[config.mk]
export PLATFORM = sky130hd
export DESIGN_NAME = tcd_ctrl
export DESIGN_NICKNAME = d
export VERILOG_FILES = /design/src/design/trilinear_charge_deposit_defines.svh /design/src/design/tcd_pkg.sv /design/src/design/tcd_ctrl.sv
export SDC_FILE = /design/constraint.sdc
export NUM_CORES = 1
export LEC_CHECK = 0
export BUFFER_PORTS_ARGS = -buffer_cell sky130_fd_sc_hd__buf_2
export CAP_MARGIN = 20
export CORE_AREA = 2 2 39 41
export DETAILED_ROUTE_END_ITERATION = 16
export DIE_AREA = 0 0 41 43
export PLACE_DENSITY = 0.46
export SYNTH_ARGS = -nofsm -noshare
export SYNTH_HDL_FRONTEND = slang
export SYNTH_SLANG_ARGS = --single-unit
[constraint.sdc]
create_clock -name clk -period 1.11 [get_ports clk]
set_input_delay 0.0555 -clock clk [delete_from_list [all_inputs] [get_ports clk]]
set_output_delay 0.0555 -clock clk [all_outputs]
set_load 0.01 [all_outputs]
[src/design/trilinear_charge_deposit_defines.svh]
// Assertion macros for the top-level file, which carries the checks.
`ifndef TRILINEAR_CHARGE_DEPOSIT_DEFINES_SVH
`define TRILINEAR_CHARGE_DEPOSIT_DEFINES_SVH
`ifndef SYNTHESIS
// Checks that a property holds at every rising clock edge outside reset.
`define TCD_ASSERT(label, prop, msg) \
    label: assert property (@(posedge clk) disable iff (!rst_n) (prop)) else $error(msg);
// Checks that a condition never holds outside reset.
`define TCD_NEVER(label, cond, msg) \
    label: assert property (@(posedge clk) disable iff (!rst_n) !(cond)) else $error(msg);
`else
`define TCD_ASSERT(label, prop, msg)
`define TCD_NEVER(label, cond, msg)
`endif
`endif

[src/design/tcd_pkg.sv]
package tcd_pkg;

    // Item kinds.
    localparam logic KIND_DEPOSIT = 1'b0;
    localparam logic KIND_READ    = 1'b1;

    // Result status codes.
    localparam logic [1:0] STATUS_OK      = 2'd0;
    localparam logic [1:0] STATUS_DROPPED = 2'd1;
    localparam logic [1:0] STATUS_SAT     = 2'd2;

    typedef struct packed {
        logic        kind;
        logic [15:0] pos_x;
        logic [15:0] pos_y;
        logic [15:0] pos_z;
        logic [11:0] node_index;
    } item_t;

    typedef struct packed {
        logic [1:0]  status;
        logic [31:0] density;
    } result_t;

    typedef enum logic [2:0] {
        ST_CLEAR,
        ST_IDLE,
        ST_DECODE,
        ST_MUL1,
        ST_MUL2,
        ST_ACC,
        ST_READ_WAIT,
        ST_DONE
    } state_t;

    // Commands from the controller to the datapath.
    typedef struct packed {
        logic capture;
        logic clear_wr;
        logic mul1;
        logic mul2;
        logic acc;
        logic node_rd;
        logic res_load;
    } cmd_t;

    // Status from the datapath to the controller.
    typedef struct packed {
        logic kind;
        logic drop;
        logic clear_done;
        logic last_corner;
        logic out_free;
    } stat_t;

endpackage

[src/design/tcd_ctrl.sv]
module tcd_ctrl (
    input  logic           clk,
    input  logic           rst_n,
    input  logic           item_valid,
    output logic           item_stall,
    input  tcd_pkg::stat_t stat,
    output tcd_pkg::cmd_t  cmd
);

    tcd_pkg::state_t state_reg, state_next;

    // State register.
    always_ff @(posedge clk or negedge rst_n)
    begin
        if (!rst_n)
        begin
            state_reg <= tcd_pkg::ST_CLEAR;
        end
        else
        begin
            state_reg <= state_next;
        end
    end

    // Next state and datapath commands.
    always_comb
    begin
        state_next = state_reg;
        cmd        = '0;
        item_stall = 1'b1;
        case (state_reg)
            tcd_pkg::ST_CLEAR:
            begin
                cmd.clear_wr = 1'b1;
                if (stat.clear_done)
                begin
                    state_next = tcd_pkg::ST_IDLE;
                end
            end
            tcd_pkg::ST_IDLE:
            begin
                item_stall = 1'b0;
                if (item_valid)
                begin
                    cmd.capture = 1'b1;
                    state_next  = tcd_pkg::ST_DECODE;
                end
            end
            tcd_pkg::ST_DECODE:
            begin
                if (stat.kind == tcd_pkg::KIND_READ)
                begin
                    cmd.node_rd = 1'b1;
                    state_next  = tcd_pkg::ST_READ_WAIT;
                end
                else if (stat.drop)
                begin
                    state_next = tcd_pkg::ST_DONE;
                end
                else
                begin
                    state_next = tcd_pkg::ST_MUL1;
                end
            end
            tcd_pkg::ST_MUL1:
            begin
                cmd.mul1   = 1'b1;
                state_next = tcd_pkg::ST_MUL2;
            end
            tcd_pkg::ST_MUL2:
            begin
                cmd.mul2   = 1'b1;
                state_next = tcd_pkg::ST_ACC;
            end
            tcd_pkg::ST_ACC:
            begin
                cmd.acc    = 1'b1;
                state_next = stat.last_corner ? tcd_pkg::ST_DONE : tcd_pkg::ST_MUL1;
            end
            tcd_pkg::ST_READ_WAIT:
            begin
                state_next = tcd_pkg::ST_DONE;
            end
            tcd_pkg::ST_DONE:
            begin
                if (stat.out_free)
                begin
                    cmd.res_load = 1'b1;
                    state_next   = tcd_pkg::ST_IDLE;
                end
            end
            default:
            begin
                state_next = tcd_pkg::ST_IDLE;
            end
        endcase
    end

endmodule

==> flow_summary_export.csv <==
group,metric,value,unit
logic_synthesis,synthTopCellsByCount,"4 x nand2_1, 4 x nor2_1, 4 x nor3_1",
floorplan,dieArea,1763,sq um
clocking,clockBufferDepth,2,
pwr,leakage,0.2219,nW
logic_synthesis,synth_cell_type_count,16,
critical_path,worstPathRequired,1.05,ns
pwr,p_per_area,2795,nW/um^2
floorplan,core,1384,sq um
global_route,grt_max_degree,11,
route,vias,313,
placement,place_hpwl,440.1,um
logic_synthesis,seq_area_frac_synth,31.09,%
sta,final-setup-viol-count,6,
sta,fmax,0.8391,GHz
logic_synthesis,synth_edf_count,0,
logic_synthesis,synth_area_leaders,"dfrtp_1 31%, buf_6 14%, nor3_1 8.3%",
layout,area_delta_synth_final,84.46,%
layout,antenna_cells,0,
floorplan,rows,14,
clocking,path_clk_slew,0.05,ns
global_route,grt_remaining_overflow,0,
layout,nets,67,
sta,setup_tns,-0.3079,ns
sta,fin_ws,-0.08171,ns
sta,slew_viol_final,0,
global_route,grt_pass1_vias,263,
run,max_cap_violations,0,
clocking,cts.sinks,3,
global_route,grt_antenna_before_repair,0,
logic_synthesis,synth_ff_type,"dfrtp_1",
critical_path,worstSetupPathType,"reg -> out",
logic_synthesis,async_flop_share,100.0,%
sta,finalClockSkew,0.009615,ns
pwr,vdd_drop_max,807.9,uV
sta,slew_headroom,87.04,%
logic_synthesis,yosysTopAreaCell,"dfrtp_1",
critical_path,end_kind,"output pin",
sta,period_share,107.4,%
floorplan,die_y,43,um
critical_path,arrival,1.14,ns
floorplan,initial_utilization,17.45,%
layout,final-seq-area,78.83,sq um
logic_synthesis,netlist_area,241.5,sq um
sta,rsz0062_at_grt,"yes",
sta,finalHoldViolCount,0,
sta,period_needed,1.192,ns
placement,dp_slack,0.08968,ns
logic_synthesis,yosys_warnings,0,
clocking,tritoncts,"done",
route,via_per_inst,4.230,
hold_path,hold_path_class,"in -> reg",
placement,numPortBuffers,15,
floorplan,ios,16,
critical_path,cp-start-kind,"flop",
route,firstDrtPassIters,4,
logic_synthesis,synth_cells,32,
clocking,cts_buffers,3,
clocking,clock_latency,0.25,ns
route,drc,0,
outcome,violations,"setup timing",
logic_synthesis,postSynthAreaPerCell,7.546,sq um
outcome,status,"finished with violations",
clocking,htreeDepth,1,
logic_synthesis,synth_top_cell_area_share,31.09,%
layout,multi_input_comb_area,148.9,sq um
sta,worstMarginPinSlew,0.1927,ns
route,wirelength,768,um
critical_path,cp_max_fo,6,
layout,fill_cells,152,
placement,gp_congestion,0.7052,
layout,largest_register_ffs,3,
route,first_iter_violations,11,
clocking,cts_root_buf,"clkbuf_4",
route,wl_per_cell,10.38,um
logic_synthesis,ys_ff_latch,3,
logic_synthesis,synth_fp_nets,40,
layout,drive_gt1_share,63.79,%
global_route,grt_pass1_wl,1007,um
global_route,grt_usage,9.045,%
sta,hold_ws,0.08773,ns
route,drtAntennaViolNets,0,
floorplan,die_x,41,um
[metrics by stage]
stage | cells | util (%) | instance area (sq um) | total power [mW]
after floorplan | 32 | - | 241.5 | 0.6553
after global placement | 61 | 22.42 | 310.3 | 0.7295
after detailed placement | 61 | 22.42 | 310.3 | 0.7192
after CTS | 71 | 28.03 | 387.9 | 1.062
after global routing | 74 | 32.19 | 445.4 | 1.333
final | 74 | 32.19 | 445.4 | 1.245
[cells in the final DEF, fill, tap and decap left out, types with 3 or more instances in the layout]
| master | instances |
|---|---|
| nor3_1 | 3 |
| buf_4 | 6 |
| buf_6 | 3 |
| buf_2 | 15 |
| o21ai_1 | 4 |
| dfrtp_2 | 3 |
| nor2_1 | 4 |
| nand2_1 | 3 |
| clkbuf_4 | 3 |
[timing repair]
action	in CTS	in global routing
pin swaps	0	4
setup endpoints to repair	8	10
resized for setup	4	11
hold buffers	1	0
hold endpoints to repair	3	0
buffers inserted	5	3
[cell families (layout without fill, tap and decap cells)]
logic type | Yosys count | count (layout) | share of synthesized area (%)
AND/OR/NAND/NOR | 17 | 17 | 34.72
flip-flops | 3 | 3 | 31.09
AO/OA/AOI/OAI | 7 | 7 | 17.09
buffers and inverters | 5 | 31 | 17.10
[path summary, 6_finish.rpt]
kind                         startpoint  cells after the start           end  slack, ns
min                             stat[2]                      3  state_reg[0]       0.09
max                        state_reg[2]                      3        cmd[1]      -0.08
min reg2reg                state_reg[1]                      2  state_reg[0]       0.66
max in group asynchronous         rst_n                      2  state_reg[1]       0.84
max reg2reg                state_reg[0]                      5  state_reg[1]       0.04
min in group asynchronous         rst_n                      2  state_reg[0]       0.14
[final cells by class]
cell class,instances,area share (%)
Inverter,2,1.685
Sequential cell,3,17.70
Timing Repair Buffer,25,36.80
Multi-Input combinational cell,24,33.43
Tap cell,16,4.494
Clock buffer,4,5.899
[power by group]
group          switching [mW]  internal, mW  leakage [nW]  total, mW
Combinational           0.364         0.414         0.176      0.778
Sequential             0.0844         0.175        0.0309      0.259
Clock                  0.0720         0.136        0.0150      0.208
[worst max-delay path, cell delays in order, from the launching register on]
cell	delay, ns
dfrtp_2	0.44
buf_4	0.16
nor3_2	0.14
buf_2	0.15
[metal layers]
metal  part of all wire (%)  up-vias  global-route usage [%]
met4                   0.91        0                   8.000
met2                     57        7                   13.13
li1                       -      159                       -
met3                    5.6        2                   4.712
met5                      0        -                       0
met1                     37      145                   8.710
No activity file was read; power rests on OpenSTA's default activity.
